===== src/rtl/nsc_pkg.sv =====
// Types, constants and helper functions of the sentence checker.
package nsc_pkg;

    localparam int MAX_SENTENCE = 128;
    localparam int MAX_FIELDS   = 32;
    localparam int TOKEN_LEN    = 6;
    localparam int NUM_TYPES    = 5;

    localparam logic [6:0] BYTE_MAX  = 7'(MAX_SENTENCE - 1);
    localparam logic [4:0] FIELD_MAX = 5'(MAX_FIELDS - 1);
    localparam logic [6:0] CHARS_MAX = 7'd127;
    localparam logic [6:0] TOKEN_CHARS = 7'(TOKEN_LEN);

    localparam logic [7:0] CHAR_LF     = 8'h0A;
    localparam logic [7:0] CHAR_STAR   = 8'h2A;
    localparam logic [7:0] CHAR_DOLLAR = 8'h24;
    localparam logic [7:0] CHAR_COMMA  = 8'h2C;

    // Type tokens, one row per recognized sentence type
    localparam logic [7:0] TYPE_NAMES [NUM_TYPES][TOKEN_LEN] = '{
        '{8'h24, 8'h47, 8'h50, 8'h52, 8'h4D, 8'h43},  // $GPRMC
        '{8'h24, 8'h47, 8'h50, 8'h56, 8'h54, 8'h47},  // $GPVTG
        '{8'h24, 8'h47, 8'h50, 8'h47, 8'h47, 8'h41},  // $GPGGA
        '{8'h24, 8'h47, 8'h50, 8'h47, 8'h53, 8'h41},  // $GPGSA
        '{8'h24, 8'h47, 8'h50, 8'h47, 8'h53, 8'h56}   // $GPGSV
    };

    typedef enum logic [1:0] {
        KIND_CHAR    = 2'd0,
        KIND_END     = 2'd1,
        KIND_VERDICT = 2'd2
    } t_kind;

    typedef enum logic [2:0] {
        TYPE_OTHER = 3'd0,
        TYPE_RMC   = 3'd1,
        TYPE_VTG   = 3'd2,
        TYPE_GGA   = 3'd3,
        TYPE_GSA   = 3'd4,
        TYPE_GSV   = 3'd5
    } t_stype;

    typedef enum logic [1:0] {
        VERDICT_OK       = 2'd0,
        VERDICT_MISMATCH = 2'd1,
        VERDICT_NO_STAR  = 2'd2,
        VERDICT_OVERLONG = 2'd3
    } t_verdict;

    // One output word
    typedef struct packed {
        t_kind       kind;
        t_stype      stype;
        logic [4:0]  field_index;
        logic [7:0]  field_char;
        logic [6:0]  field_length;
        t_verdict    verdict;
        logic [7:0]  rx_sum;
        logic [7:0]  calc_sum;
    } t_result;

    // ASCII hex digit to nibble; anything else reads as zero
    function automatic logic [3:0] hex_nibble(input logic [7:0] c);
        logic [3:0] v;
        v = 4'd0;
        if (c >= 8'h30 && c <= 8'h39) v = 4'(c - 8'h30);
        else if (c >= 8'h41 && c <= 8'h46) v = 4'(c - 8'h37);
        else if (c >= 8'h61 && c <= 8'h66) v = 4'(c - 8'h57);
        return v;
    endfunction

    // Lowest surviving candidate wins; unknown until the type token has ended
    function automatic t_stype cur_type(input logic done, input logic [NUM_TYPES-1:0] match);
        t_stype t;
        t = TYPE_OTHER;
        for (int k = NUM_TYPES - 1; k >= 0; k--) begin
            if (match[k]) t = t_stype'(3'(k + 1));
        end
        if (!done) t = TYPE_OTHER;
        return t;
    endfunction

endpackage


===== src/rtl/nsc_parser.sv =====
// Per-byte sentence state: checksum, type match, field tracking and verdict.
module nsc_parser (
    input  logic               i_clk,
    input  logic               i_rst_n,
    input  logic               i_valid,
    input  logic [7:0]         i_byte,
    input  logic               i_out_free,
    output logic               o_take,
    output logic               o_res_valid,
    output nsc_pkg::t_result   o_res
);

    logic [6:0]                    r_byte_count, n_byte_count;
    logic [7:0]                    r_xor, n_xor;
    logic                          r_star, n_star;
    logic [4:0]                    r_field_number, n_field_number;
    logic [6:0]                    r_field_chars, n_field_chars;
    logic [nsc_pkg::NUM_TYPES-1:0] r_type_match, n_type_match;
    logic                          r_first_done, n_first_done;
    logic [2:0][7:0]               r_recent, n_recent;
    logic                          r_overlong, n_overlong;

    logic [nsc_pkg::NUM_TYPES-1:0] match_c;
    nsc_pkg::t_stype               stype_c;
    logic [7:0]                    rx_c;
    nsc_pkg::t_result              res;
    logic                          has_res;

    assign o_take = i_valid && i_out_free;
    assign rx_c   = {nsc_pkg::hex_nibble(r_recent[2]), nsc_pkg::hex_nibble(r_recent[1])};

    // Next state and result for the byte in the input register
    always_comb begin
        n_byte_count   = r_byte_count;
        n_xor          = r_xor;
        n_star         = r_star;
        n_field_number = r_field_number;
        n_field_chars  = r_field_chars;
        n_type_match   = r_type_match;
        n_first_done   = r_first_done;
        n_recent       = r_recent;
        n_overlong     = r_overlong;
        match_c        = r_type_match;
        stype_c        = nsc_pkg::cur_type(r_first_done, r_type_match);
        res            = '0;
        has_res        = 1'b0;

        if (i_byte == nsc_pkg::CHAR_LF) begin
            // End of sentence: verdict, then back to the idle sentence state
            res.kind     = nsc_pkg::KIND_VERDICT;
            res.stype    = stype_c;
            res.rx_sum   = rx_c;
            res.calc_sum = r_xor;
            if (r_overlong) res.verdict = nsc_pkg::VERDICT_OVERLONG;
            else if (!r_star) res.verdict = nsc_pkg::VERDICT_NO_STAR;
            else if (rx_c != r_xor) res.verdict = nsc_pkg::VERDICT_MISMATCH;
            else res.verdict = nsc_pkg::VERDICT_OK;
            has_res        = 1'b1;
            n_byte_count   = '0;
            n_xor          = '0;
            n_star         = 1'b0;
            n_field_number = '0;
            n_field_chars  = '0;
            n_type_match   = '1;
            n_first_done   = 1'b0;
            n_recent       = '0;
            n_overlong     = 1'b0;
        end else begin
            // Length with saturation
            if (r_byte_count >= nsc_pkg::BYTE_MAX) n_overlong = 1'b1;
            else n_byte_count = r_byte_count + 7'd1;

            n_recent[2] = r_recent[1];
            n_recent[1] = r_recent[0];
            n_recent[0] = i_byte;

            // Checksum runs up to the star, skipping '$'
            if (!r_star) begin
                if (i_byte == nsc_pkg::CHAR_STAR) n_star = 1'b1;
                else if (i_byte != nsc_pkg::CHAR_DOLLAR) n_xor = r_xor ^ i_byte;
            end

            if (!r_star) begin
                if (!r_first_done) begin
                    if (i_byte == nsc_pkg::CHAR_COMMA) begin
                        // Type token closes: needs exactly six matching chars
                        if (r_field_chars != nsc_pkg::TOKEN_CHARS) match_c = '0;
                        n_type_match = match_c;
                        n_first_done = 1'b1;
                        stype_c      = nsc_pkg::cur_type(1'b1, match_c);
                        if (stype_c != nsc_pkg::TYPE_OTHER) begin
                            res.kind         = nsc_pkg::KIND_END;
                            res.stype        = stype_c;
                            res.field_index  = r_field_number;
                            res.field_length = r_field_chars;
                            has_res          = 1'b1;
                        end
                        if (r_field_number < nsc_pkg::FIELD_MAX) begin
                            n_field_number = r_field_number + 5'd1;
                        end
                        n_field_chars = '0;
                    end else begin
                        // Knock out candidates that differ at this position
                        if (r_field_chars < nsc_pkg::TOKEN_CHARS) begin
                            for (int k = 0; k < nsc_pkg::NUM_TYPES; k++) begin
                                if (nsc_pkg::TYPE_NAMES[k][r_field_chars[2:0]] != i_byte) begin
                                    n_type_match[k] = 1'b0;
                                end
                            end
                        end else begin
                            n_type_match = '0;
                        end
                        if (r_field_chars < nsc_pkg::CHARS_MAX) begin
                            n_field_chars = r_field_chars + 7'd1;
                        end
                    end
                end else if (stype_c != nsc_pkg::TYPE_OTHER) begin
                    // Field stream of a recognized sentence
                    res.stype       = stype_c;
                    res.field_index = r_field_number;
                    has_res         = 1'b1;
                    if (i_byte == nsc_pkg::CHAR_COMMA || i_byte == nsc_pkg::CHAR_STAR) begin
                        res.kind         = nsc_pkg::KIND_END;
                        res.field_length = r_field_chars;
                        if (r_field_number < nsc_pkg::FIELD_MAX) begin
                            n_field_number = r_field_number + 5'd1;
                        end
                        n_field_chars = '0;
                    end else begin
                        res.kind       = nsc_pkg::KIND_CHAR;
                        res.field_char = i_byte;
                        if (r_field_chars < nsc_pkg::CHARS_MAX) begin
                            n_field_chars = r_field_chars + 7'd1;
                        end
                    end
                end
            end
        end
    end

    // Sentence state registers
    always_ff @(posedge i_clk) begin
        if (!i_rst_n) begin
            r_byte_count   <= '0;
            r_xor          <= '0;
            r_star         <= 1'b0;
            r_field_number <= '0;
            r_field_chars  <= '0;
            r_type_match   <= '1;
            r_first_done   <= 1'b0;
            r_recent       <= '0;
            r_overlong     <= 1'b0;
        end else if (o_take) begin
            r_byte_count   <= n_byte_count;
            r_xor          <= n_xor;
            r_star         <= n_star;
            r_field_number <= n_field_number;
            r_field_chars  <= n_field_chars;
            r_type_match   <= n_type_match;
            r_first_done   <= n_first_done;
            r_recent       <= n_recent;
            r_overlong     <= n_overlong;
        end
    end

    assign o_res_valid = o_take && has_res;
    assign o_res       = res;

endmodule


===== config.mk =====
export PLATFORM = sky130hd
export DESIGN_NAME = nsc_parser
export DESIGN_NICKNAME = d
export VERILOG_FILES = /design/src/rtl/nsc_pkg.sv /design/src/rtl/nsc_parser.sv
export SDC_FILE = /design/constraint.sdc
export NUM_CORES = 1
export LEC_CHECK = 0
export BUFFER_PORTS_ARGS = -buffer_cell sky130_fd_sc_hd__buf_4
export CORE_MARGIN = 4
export CORE_UTILIZATION = 52
export CTS_BUF_LIST = sky130_fd_sc_hd__clkbuf_16
export DETAILED_ROUTE_END_ITERATION = 16
export GPL_TIMING_DRIVEN = 0
export HOLD_SLACK_MARGIN = 0.06
export MAX_ROUTING_LAYER = met4
export PLACE_DENSITY = 0.77
export RECOVER_POWER = 100
export SLEW_MARGIN = 0
export SYNTH_ARGS = -nofsm -noshare
export SYNTH_HDL_FRONTEND = slang
export SYNTH_SLANG_ARGS = --single-unit

===== constraint.sdc =====
create_clock -name i_clk -period 2 [get_ports i_clk]
set_clock_uncertainty 0.05 [all_clocks]
set_input_delay 0.2 -clock i_clk [delete_from_list [all_inputs] [get_ports i_clk]]
set_output_delay 0.2 -clock i_clk [all_outputs]
set_load 0.02 [all_outputs]

==> impl_results.rst, run 1 <==
.. list-table::
   :header-rows: 1

   * - Metric
     - Value
   * - Overall overflow remaining after global route
     - 0
   * - Register-to-Register Setup Slack
     - -0.07 ns
   * - Final core utilization
     - between 70% and 80%
   * - Buffers and inverters on the worst path
     - 2
   * - Fin worst setup slack
     - -0.630 ns
   * - Shortest period the worst path allows
     - between 2 and 3 ns
   * - Final antenna diode count
     - 0
   * - Post-layout net count
     - 640
   * - Worst path required time
     - about 1.8 ns
   * - Starting Density
     - 53.5%
   * - Total power draw
     - about 3.1 mW
   * - DRC violation count after routing
     - 0
   * - Most used flip-flop cell after synthesis
     - sky130_fd_sc_hd__dfxtp_1
   * - Largest stage delay on the critical path
     - about 0.37 ns
   * - Overall global routing resource usage
     - 27.5%
   * - Number of nets in the synthesized netlist
     - 535
   * - Total of warnings raised by yosys
     - 0
   * - Largest net degree at the start of global routing
     - 18
   * - Global-route wire length before repair
     - 18700 um
   * - Clock sink count
     - 59
   * - Number of iterations in the first detailed-routing pass
     - 5
   * - Routability congestion estimate from global placement
     - 0.932
   * - Number of vias in the routed layout
     - 4288
   * - Cell count of the worst hold path
     - 3
   * - Clock H-tree levels
     - 3
   * - Cell count along the critical path
     - 9
   * - Area of placed instances
     - ~0.0044 mm^2
   * - Site row count
     - 31
   * - Number of flops mapped to enable cells by yosys
     - 0
   * - Leakage power total
     - approximately 2.2 nW
   * - Number of buffers on the longest clock path
     - 2
   * - Ratio of cells with drive above 1 in the final layout
     - 35.8%
   * - Critical path cell sequence
     - inv_4 > ha_4 > or3b_4 > and3_4 > o21ba_4 > xnor2_2 > nor4_2 > a41oi_2 > buf_4
   * - Highest-count cells in the layout ignoring fill and taps
     - 79 x sky130_fd_sc_hd__nand2_1, 57 x sky130_fd_sc_hd__buf_4, 49 x sky130_fd_sc_hd__dfxtp_1
   * - Final Setup Violations
     - 76
   * - Violated checks
     - negative setup slack
   * - Endpoint arrival time on the critical path
     - between 2 and 2.5 ns
   * - Maximum clock frequency
     - 380 MHz
   * - Post-synthesis instance area
     - 0.00386 mm^2
   * - Number of vias per cell
     - 5.98
   * - Setup CP Type
     - flop to output pin
   * - Floorplan core area
     - a little over 0.007 mm^2
   * - Kind of start point of the critical path
     - flop
   * - Worst-path fanout max
     - 4
   * - CP endpoint
     - o_res[16]
   * - Max-slew violation total from the final report
     - 0
   * - Number of antenna violations at the first check in global routing
     - 0
   * - Remaining antenna violation count
     - 0
   * - Max-Slew Margin vs Limit
     - 60.8%
   * - Depth of the worst register-to-register path
     - 9
   * - Final cell area excluding filler cells
     - 0.00567 mm^2
   * - IR Drop Worst-Case VDD
     - 0.501 mV
   * - Fraction of registers with async set/reset
     - 0%
   * - Post-route setup TNS
     - -7.81 ns
   * - FF+latch count, synth
     - approximately 60
   * - Die height
     - 94.1 um
   * - Clock latency of the later-clocked register in the worst-skew pair
     - 0.33 ns
   * - Num CTS Buffers
     - 9
   * - Clock tree from TritonCTS
     - built
   * - Share of the yosys chip area belonging to registers
     - between 30% and 40%
   * - Ratio of final minimum period to clock period
     - 131%
   * - Startpoint of the most critical register-to-register path
     - r_field_chars[0]
   * - Drt total wl
     - 13000 um
   * - Die W
     - 94.1 um
   * - Kind of cell with the highest combined delay on the critical path
     - simple AND/OR/NAND/NOR gates
   * - Count of fill cells added during filler insertion
     - 460
   * - Via count of the first global-routing pass
     - 3890
   * - Class of the tightest hold or removal check
     - input pin to flop
   * - Pre-CTS setup slack
     - -0.537 ns
   * - Reg clk slew, reported paths
     - approximately 0.050 ns
   * - CTS root buf
     - sky130_fd_sc_hd__clkbuf_16
   * - HPWL after DPL
     - 7750 um
   * - Die area
     - 0.00886 mm^2
   * - Slowest cell on the critical path
     - sky130_fd_sc_hd__dfxtp_4
   * - I/O pins
     - 57
   * - Number of failing hold endpoints at the final stage
     - 0
   * - Power per cell area
     - roughly 550 mW/mm^2
   * - Port buffer count
     - 54
   * - R2r endpoint
     - r_type_match[4]
   * - Count of unique library cells instantiated by Yosys
     - just over 60
   * - Timing startpoint of the critical path
     - r_recent[9]
   * - Post-DR wirelength/cell
     - approximately 18 um
   * - Iteration-0 DRC count of the detailed router
     - 385
   * - Result of the run
     - complete, but fails checks
   * - RSZ-0062 raised after global routing
     - yes
   * - Count of max-cap constraint violations
     - 0
   * - Mapped Avg Cell Area
     - 7.59 um^2
   * - Least-Margin Pin Slew
     - 0.581 ns
   * - Commonest non-fill, non-tap cell in the layout
     - sky130_fd_sc_hd__nand2_1
   * - Area growth from synthesis to layout
     - 46.9%
   * - Synth Instances
     - between 500 and 600
   * - Critical Path Sink Type
     - output pin
layer usage:
layer  track usage, %  wire length (um)
met1             32.5              5090
met2             46.7              6540
met3             4.57               880
met4             10.3               520
met5                -                 0
registers in the layout, indices dropped and copies added, names as in the netlist:
register	cells
r_byte_count	7
r_field_chars	7
r_field_number	5
r_first_done	1
r_overlong	1
r_recent	24
r_star	1
r_type_match	5
r_xor	8
report_power, final:
part	switching [mW]	total (mW)	internal [mW]
Combinational	0.236	0.398	0.162
Sequential	0.0361	1.24	1.20
Clock	0.544	1.49	0.947
per-stage QoR:
stage | instances | hold slack (ns)
after floorplan | 508 | 0.295
after global placement | 661 | 0.386
after detailed placement | 661 | 0.389
after CTS | 691 | 0.0970
after global routing | 717 | 0.161
final | 717 | 0.123
worst min-delay path: stages:
cell and delay, ns:
sky130_fd_sc_hd__buf_6 0.12, sky130_fd_sc_hd__nand2_1 0.05, sky130_fd_sc_hd__a21boi_0 0.07
area by class of cell:
type	instances	area (um^2)	share of cell area (%)
well taps	99	124	2.19
repair buffers	97	873	15.4
plain buffers	23	130	2.30
inverters	24	106	1.88
clock buffers	9	225	3.98
multi-input cells	399	2940	51.9
clock inverters	7	60.1	1.06
flip-flops and latches	59	1210	21.3
how the worst min path moves through the flow:
stage | startpoint | end | slack (ns)
2_1_floorplan | i_byte[7] | r_recent[7] | 0.29
3_3_place_gp | r_recent[1] | r_recent[9] | 0.39
3_5_place_dp | r_recent[1] | r_recent[9] | 0.39
4_1_cts | i_byte[6] | r_recent[6] | 0.1
5_1_grt | i_rst_n | r_recent[4] | 0.16
6_report | i_byte[7] | r_recent[7] | 0.12
cells by family (layout without fill, tap and decap cells):
| kind of cell | count (synthesis) | count (layout) | share of synthesized area, % |
|---|---|---|---|
| buffers and inverters | 50 | 160 | 5.45 |
| xor gates and xnor gates | 35 | 35 | 7.95 |
| and+or+nand+nor | 229 | 229 | 30.5 |
| muxes | 2 | 2 | 0.519 |
| adders and majority gates | 15 | 15 | 4.87 |
| AOI/OAI and AO/OA | 118 | 118 | 20.1 |
| DFF | 59 | 59 | 30.6 |
Yosys cell counts, drive strengths merged, types with 3 or more instances:
library cell   n  area, um^2
a21oi         47         235
ha            15         188
and4           3        26.3
o211ai         3        22.5
nand2b         9        56.3
and2          19         126
o21ai         21         105
xnor2         19         166
clkbuf        19        71.3
a21boi        10        75.1
a31oi          6        37.5
dfxtp         59        1180
inv           23        86.3
xor2          16         140
nor2          46         180
nand2         81         304
a31o           3        26.3
and3          15        97.6
nor3b          3        27.5
buf            7        48.8
nand4          7        43.8
a41oi          3        45.1
nor2b          7        43.8
nor3          13        65.1
nor4           7        73.8
nand3         12        65.1
a22oi          5        37.5
timing repair:
item                                    CTS  global route
buffers inserted                         15            26
gates resized for setup                  85            79
cloned                                    1             1
endpoints found under the setup margin   44            75
pin swaps                                21            37
hold buffers                              0             0
Note: power is estimated with default switching activity, not from simulation.
==> run 2: changes to the inputs <==
- BUFFER_PORTS_ARGS: -buffer_cell sky130_fd_sc_hd__buf_4 -> not set
- CORE_UTILIZATION: 52 -> 58
- DONT_BUFFER_PORTS: not set -> 1
- PLACE_DENSITY: 0.77 -> 0.76
- RECOVER_POWER: 100 -> 50
==> impl_results.rst, run 2 (synthesis results as in run 1) <==
.. list-table::
   :header-rows: 1

   * - Metric
     - Value
   * - Register-to-Register Setup Slack
     - 0.06 ns (was -0.07 ns)
   * - Largest stage delay on the critical path
     - 0.41 ns (was 0.37 ns)
   * - Sum of met2 wire segment lengths after detailed routing
     - 6560 um (was 6540 um)
   * - Largest net degree at the start of global routing
     - 11 (was 18)
   * - Fin worst setup slack
     - -0.577 ns (was -0.630 ns)
   * - Count of max-cap constraint violations
     - 0 (unchanged)
   * - Area of placed instances
     - 0.00401 mm^2 (was 0.00444 mm^2)
   * - Overall global routing resource usage
     - 31.2% (was 27.5%)
   * - Class of the tightest hold or removal check
     - input pin to flop (unchanged)
   * - Number of vias in the routed layout
     - 4290 (was 4288)
   * - Commonest non-fill, non-tap cell in the layout
     - sky130_fd_sc_hd__nand2_1 (unchanged)
   * - I/O pins
     - 57 (unchanged)
   * - Max-Slew Margin vs Limit
     - 52.7% (was 60.8%)
   * - Global-route wire length before repair
     - 18700 um (about the same)
   * - IR Drop Worst-Case VDD
     - 0.656 mV (was 0.501 mV)
   * - R2r endpoint
     - r_field_chars[4] (was r_type_match[4])
   * - Uppermost layer routed
     - met4 (unchanged)
   * - Cell count of the worst hold path
     - 3 (unchanged)
   * - Final core utilization
     - 81.0% (was 78.5%)
   * - Num CTS Buffers
     - 9 (unchanged)
   * - Final Setup Violations
     - 74 (was 76)
   * - Number of vias per cell
     - 6.70 (was 5.98)
   * - Met1 wire length
     - 5260 um (was 5090 um)
   * - DRC violation count after routing
     - 0 (unchanged)
   * - Ratio of final minimum period to clock period
     - 129% (was 131%)
   * - Endpoint arrival time on the critical path
     - 2.33 ns (was 2.38 ns)
   * - Maximum clock frequency
     - 388 MHz (was 380 MHz)
   * - Register ranked first by flip-flop count
     - r_recent (unchanged)
   * - Post-DR wirelength/cell
     - 21.5 um (was 18.2 um)
   * - Depth of the worst register-to-register path
     - 6 (was 9)
   * - Least-Margin Pin Slew
     - 0.709 ns (was 0.581 ns)
   * - Reg clk slew, reported paths
     - 0.05 ns (about the same)
   * - Site row count
     - 29 (was 31)
   * - Post-layout net count
     - 585 (was 640)
   * - Met3 wire length
     - 1210 um (was 880 um)
   * - Largest registers ranked by flip-flop count
     - r_recent (24), r_xor (8) (unchanged)
   * - Number of iterations in the first detailed-routing pass
     - 5 (unchanged)
   * - Shortest period the worst path allows
     - 2.58 ns (was 2.63 ns)
   * - Result of the run
     - complete, but fails checks (unchanged)
   * - Number of buffers on the longest clock path
     - 2 (unchanged)
   * - Overall overflow remaining after global route
     - 0 (unchanged)
   * - Routability congestion estimate from global placement
     - 0.883 (was 0.932)
   * - Number of antenna violations at the first check in global routing
     - 0 (unchanged)
   * - RSZ-0062 raised after global routing
     - yes (unchanged)
   * - Clock tree from TritonCTS
     - built (unchanged)
   * - Floorplan core area
     - 0.00639 mm^2 (was 0.00721 mm^2)
   * - Number of failing hold endpoints at the final stage
     - 0 (unchanged)
   * - Area growth from synthesis to layout
     - 34.0% (was 46.9%)
   * - Die area
     - 0.00802 mm^2 (was 0.00886 mm^2)
   * - Slowest cell on the critical path
     - sky130_fd_sc_hd__dfxtp_4 (unchanged)
   * - Final cell area excluding filler cells
     - 0.00517 mm^2 (was 0.00567 mm^2)
   * - Hold path start
     - i_byte[7] (unchanged)
   * - Worst-path fanout max
     - 6 (was 4)
   * - Highest-count cells in the layout ignoring fill and taps
     - 80 x sky130_fd_sc_hd__nand2_1, 45 x sky130_fd_sc_hd__dfxtp_1, 42 x sky130_fd_sc_hd__a21oi_1 (was 79 x sky130_fd_sc_hd__nand2_1, 57 x sky130_fd_sc_hd__buf_4, 49 x sky130_fd_sc_hd__dfxtp_1)
   * - Die W
     - 89.6 um (was 94.1 um)
   * - Kind of start point of the critical path
     - flop (unchanged)
   * - Endpoint of the worst hold path
     - r_xor[7] (was r_recent[7])
   * - Setup CP Type
     - flop to output pin (unchanged)
   * - Startpoint of the most critical register-to-register path
     - r_star (was r_field_chars[0])
   * - Drt total wl
     - 13800 um (was 13000 um)
   * - HPWL after DPL
     - 7460 um (was 7750 um)
   * - Die height
     - 89.6 um (was 94.1 um)
   * - Clock latency of the later-clocked register in the worst-skew pair
     - 0.33 ns (about the same)
   * - Via count of the first global-routing pass
     - 3714 (was 3890)
   * - Iteration-0 DRC count of the detailed router
     - 515 (was 385)
   * - Power per cell area
     - 620 mW/mm^2 (was 552 mW/mm^2)
   * - Clock H-tree levels
     - 3 (unchanged)
   * - Ratio of cells with drive above 1 in the final layout
     - 28.1% (was 35.8%)
   * - Max-slew violation total from the final report
     - 0 (unchanged)
   * - Remaining antenna violation count
     - 0 (unchanged)
   * - Number of flip-flops in the largest register
     - 24 (unchanged)
   * - Leakage power total
     - 1.90 nW (was 2.20 nW)
   * - Final antenna diode count
     - 0 (unchanged)
   * - Violated checks
     - negative setup slack (unchanged)
   * - Worst path required time
     - 1.75 ns (about the same)
   * - Critical path cell sequence
     - inv_4 > ha_4 > o21ba_4 > o211ai_1 > and3_1 > o221ai_2 > nor4_2 > a41oi_2 (was inv_4 > ha_4 > or3b_4 > and3_4 > o21ba_4 > xnor2_2 > nor4_2 > a41oi_2 > buf_4)
   * - CTS root buf
     - sky130_fd_sc_hd__clkbuf_16 (unchanged)
   * - Port buffer count
     - 0 (was 54)
   * - Clock sink count
     - 59 (unchanged)
   * - Critical Path Sink Type
     - output pin (unchanged)
   * - Starting Density
     - 60.4% (was 53.5%)
[run 2: cell type report]
type | instances | area [um^2]
well taps | 77 | 96.3
clock inverters | 7 | 82.6
multi-input cells | 399 | 2940
flip-flops and latches | 59 | 1220
clock buffers | 9 | 225
fillers | 377 | 1220
inverters | 24 | 104
plain buffers | 26 | 159
repair buffers | 39 | 343
[run 2: where the power goes]
part	switching, mW	total (mW)	internal [mW]
registers	0.0387	1.24	1.20
clock network	0.543	1.61	1.07
logic	0.217	0.350	0.133
[run 2: repair_timing]
action	in CTS	in global routing
cloned	0	1
hold buffers	5	0
gates resized for setup	91	51
setup endpoints to repair	50	70
endpoints found under the hold margin	8	0
buffers inserted	12	21
pin swaps	14	21
[run 2: worst max path at each step]
stage	slack (ns)	start	depth (start not counted)	to
after CTS	-0.50	r_recent[8]	8	o_res[16]
after detailed placement	-0.48	r_recent[19]	6	o_res[16]
after floorplan	-0.17	r_recent[16]	8	o_res[16]
after global routing	-0.64	r_recent[16]	8	o_res[16]
after global placement	-0.41	r_recent[19]	6	o_res[16]
final	-0.58	r_recent[16]	8	o_res[16]
[run 2: worst max-delay path: cells and delay by family, from the launching register on]
kind | cells | cell delay [ns]
compound gates | 4 | 0.88
fa+ha+maj | 1 | 0.17
buf+inv | 1 | 0.06
flops | 1 | 0.41
simple gates | 2 | 0.48
[run 2: through the flow]
step	TNS [ns]	cells	hold slack [ns]	power, mW	setup WS (ns)
after floorplan	-0.170	508	0.295	1.48	-0.170
after global placement	-8.92	585	0.300	1.53	-0.408
after detailed placement	-10.09	585	0.311	1.54	-0.476
after CTS	-2.11	618	0.0737	3.15	-0.502
after global routing	-19.45	640	0.0935	3.28	-0.644
final	-13.16	640	0.0755	3.20	-0.577
[run 2: routing by layer]
metal / GRT usage (%) / up-vias
li1: - / 1860
met1: 38.6 / 2027
met2: 48.9 / 309
met3: 7.74 / 94
met4: 11.9 / 0
met5: - / -
==> run 3: changes to the inputs <==
- CORE_UTILIZATION: 58 -> 64
- PLACE_DENSITY: 0.76 -> 0.8
- SLEW_MARGIN: 0 -> not set
- clock period: 2 -> 2.5 ns (I/O delays scaled with it)
==> impl_results.rst, run 3 (synthesis results as in run 1) <==
.. list-table::
   :header-rows: 1

   * - Metric
     - Value
   * - Starting Density
     - 65.5% (was 60.4%)
   * - Worst path required time
     - 2.20 ns (was 1.75 ns)
   * - Post-DR wirelength/cell
     - 18.9 um (was 21.5 um)
   * - Final antenna diode count
     - 0 (unchanged)
   * - HPWL after DPL
     - 7420 um (was 7460 um)
   * - Number of vias per cell
     - 6.45 (was 6.70)
   * - Ratio of cells with drive above 1 in the final layout
     - 16.2% (was 28.1%)
   * - Number of flip-flops in the largest register
     - 24 (unchanged)
   * - Result of the run
     - complete, but fails checks (unchanged)
   * - Num CTS Buffers
     - 9 (unchanged)
   * - Cell Int Power
     - 1.82 mW (was 2.41 mW)
   * - Commonest non-fill, non-tap cell in the layout
     - sky130_fd_sc_hd__nand2_1 (unchanged)
   * - Cell count of the worst hold path
     - 3 (unchanged)
   * - Global-route wire length before repair
     - 17600 um (was 18700 um)
   * - Kind of cell with the highest combined delay on the critical path
     - compound AO/OA/AOI/OAI gates (unchanged)
   * - Die area
     - 0.00733 mm^2 (was 0.00802 mm^2)
   * - Post-route setup TNS
     - -0.274 ns (was -13.16 ns)
   * - Pre-CTS setup slack
     - -0.144 ns (was -0.476 ns)
   * - RSZ-0062 raised after global routing
     - yes (unchanged)
   * - Ratio of final minimum period to clock period
     - 110%
   * - Net switching share of the total power
     - 25.4% (was 24.9%)
   * - Switching power of the nets
     - 0.620 mW (was 0.799 mW)
   * - Iteration-0 DRC count of the detailed router
     - 526 (was 515)
   * - Setup CP Type
     - flop to output pin (unchanged)
   * - Clock tree from TritonCTS
     - built (unchanged)
   * - Largest stage delay on the critical path
     - 0.37 ns (was 0.41 ns)
   * - Area occupied by multi-input gates
     - 0.00266 mm^2 (was 0.00294 mm^2)
   * - Routability congestion estimate from global placement
     - 0.962 (was 0.883)
   * - Shortest period the worst path allows
     - 2.74 ns
   * - Register ranked first by flip-flop count
     - r_recent (unchanged)
   * - Slowest cell on the critical path
     - sky130_fd_sc_hd__dfxtp_4 (unchanged)
   * - Die height
     - 85.6 um (was 89.6 um)
   * - Site row count
     - 28 (was 29)
   * - Worst-path fanout max
     - 5 (was 6)
   * - Overall overflow remaining after global route
     - 0 (unchanged)
   * - Max-slew violation total from the final report
     - 0 (unchanged)
   * - CTS root buf
     - sky130_fd_sc_hd__clkbuf_16 (unchanged)
   * - Number of iterations in the first detailed-routing pass
     - 5 (unchanged)
   * - Area growth from synthesis to layout
     - 18.5% (was 34.0%)
   * - Violated checks
     - negative setup slack (unchanged)
   * - Depth of the worst register-to-register path
     - 8 (was 6)
   * - Power share of the sequential group
     - 40.7% (was 38.7%)
   * - Leakage power total
     - 1.71 nW (was 1.90 nW)
   * - Class of the tightest hold or removal check
     - input pin to flop (unchanged)
   * - Power per cell area
     - 533 mW/mm^2 (was 620 mW/mm^2)
   * - Overall global routing resource usage
     - 30.9% (was 31.2%)
   * - Hold WS
     - 0.0931 ns (was 0.0755 ns)
   * - Maximum clock frequency
     - 364 MHz
   * - Fin worst setup slack
     - -0.244 ns (was -0.577 ns)
   * - I/O pins
     - 57 (unchanged)
   * - Die W
     - 85.6 um (was 89.6 um)
   * - Final Setup Violations
     - 2 (was 74)
   * - Clock latency of the later-clocked register in the worst-skew pair
     - 0.33 ns (about the same)
   * - Highest-count cells in the layout ignoring fill and taps
     - 81 x sky130_fd_sc_hd__nand2_1, 55 x sky130_fd_sc_hd__dfxtp_1, 45 x sky130_fd_sc_hd__nor2_1 (was 80 x sky130_fd_sc_hd__nand2_1, 45 x sky130_fd_sc_hd__dfxtp_1, 42 x sky130_fd_sc_hd__a21oi_1)
   * - Largest registers ranked by flip-flop count
     - r_recent (24), r_xor (8) (unchanged)
   * - DRC violation count after routing
     - 0 (unchanged)
   * - Critical Path Sink Type
     - output pin (unchanged)
   * - Count of max-cap constraint violations
     - 0 (unchanged)
   * - Least-Margin Pin Slew
     - 0.657 ns (was 0.709 ns)
   * - Clock H-tree levels
     - 3 (unchanged)
   * - Final cell area excluding filler cells
     - 0.00457 mm^2 (was 0.00517 mm^2)
   * - IR Drop Worst-Case VDD
     - 0.393 mV (was 0.656 mV)
   * - Via count of the first global-routing pass
     - 3593 (was 3714)
   * - Register cell area after layout
     - 0.00120 mm^2 (was 0.00122 mm^2)
   * - Number of antenna violations at the first check in global routing
     - 0 (unchanged)
   * - Remaining antenna violation count
     - 0 (unchanged)
   * - Count of fill cells added during filler insertion
     - 420 (was 377)
   * - Port buffer count
     - 0 (unchanged)
   * - Floorplan core area
     - 0.00589 mm^2 (was 0.00639 mm^2)
   * - Number of vias in the routed layout
     - 3947 (was 4290)
   * - Power share of the clock group
     - 49.0% (was 50.4%)
   * - Cell count along the critical path
     - 8 (unchanged)
   * - Kind of start point of the critical path
     - flop (unchanged)
   * - Buffers and inverters on the worst path
     - 1 (unchanged)
   * - Number of buffers on the longest clock path
     - 2 (unchanged)
   * - Max-Slew Margin vs Limit
     - 56.2% (was 52.7%)
   * - Drt total wl
     - 11600 um (was 13800 um)
   * - Reg clk slew, reported paths
     - 0.05 ns (about the same)
   * - Endpoint arrival time on the critical path
     - 2.44 ns (was 2.33 ns)
   * - Number of failing hold endpoints at the final stage
     - 0 (unchanged)
   * - Largest net degree at the start of global routing
     - 11 (unchanged)
   * - Post-layout net count
     - 559 (was 585)
   * - Clock sink count
     - 59 (unchanged)
   * - Area of placed instances
     - 0.00395 mm^2 (was 0.00401 mm^2)
   * - Critical path cell sequence
     - buf_4 > ha_1 > nor2b_1 > a22o_1 > a32oi_2 > xnor2_1 > nor4_2 > a41oi_2 (was inv_4 > ha_4 > o21ba_4 > o211ai_1 > and3_1 > o221ai_2 > nor4_2 > a41oi_2)
   * - Combinational share of power
     - 10.3% (was 10.9%)
==> run 3: cell count changes in the layout (fill, tap and decap cells not counted), sizes merged <==
cell    before  now
clkbuf      29   27
clkinv       4    3
inv         23   25
bufinv       2    1
buf         40   16
==> run 3: worst paths after layout <==
kind                    start         endpoint  slack [ns]
max reg2reg  r_field_chars[0]  r_type_match[2]        0.21
min reg2reg       r_recent[1]      r_recent[9]        0.39
max               r_recent[8]        o_res[16]       -0.24
min                 i_byte[5]         r_xor[5]        0.09
==> run 3: what timing repair did <==
item | 4_1_cts | 5_1_grt
pin swaps | 6 | 10
setup endpoints to repair | 21 | 14
endpoints found under the hold margin | 7 | 0
resized for setup | 32 | 25
setup buffers | 4 | 4
hold buffers | 5 | 0
==> run 3: cell type report <==
class | instances | share of cell area, %
Sequential cell | 59 | 26.2
Tap cell | 75 | 2.05
Timing Repair Buffer | 13 | 2.41
Buffer | 26 | 2.71
Inverter | 24 | 2.14
Multi-Input combinational cell | 399 | 58.2
Clock buffer | 9 | 4.93
Clock inverter | 7 | 1.34
==> run 3: power by group through the flow <==
stage	sequential, mW	combinational, mW	clock (mW)
after floorplan	1.00	0.174	0
after global placement	1.01	0.212	0
after detailed placement	1.01	0.218	0
after CTS	0.988	0.233	1.18
after global routing	0.994	0.275	1.24
final	0.992	0.251	1.19
==> run 3: per-layer routing <==
metal | GRT usage [%] | part of all wire [%]
met1 | 39.6 | 42
met2 | 47.5 | 47
met3 | 6.63 | 7.5
met4 | 12.5 | 2.8
met5 | - | 0
==> run 3: per-stage QoR <==
step | std cells | power [mW] | utilization [%]
6_report | 612 | 2.44 | 77.6
3_3_place_gp | 583 | 1.22 | 67.1
2_1_floorplan | 508 | 1.18 | -
5_1_grt | 612 | 2.51 | 77.6
4_1_cts | 608 | 2.41 | 75.4
3_5_place_dp | 583 | 1.23 | 67.1
==> run 3: worst min-delay path, cell delays in order <==
cell and delay, ns:
sky130_fd_sc_hd__nand2_1 0.05, sky130_fd_sc_hd__xnor2_1 0.06, sky130_fd_sc_hd__nor2_1 0.07
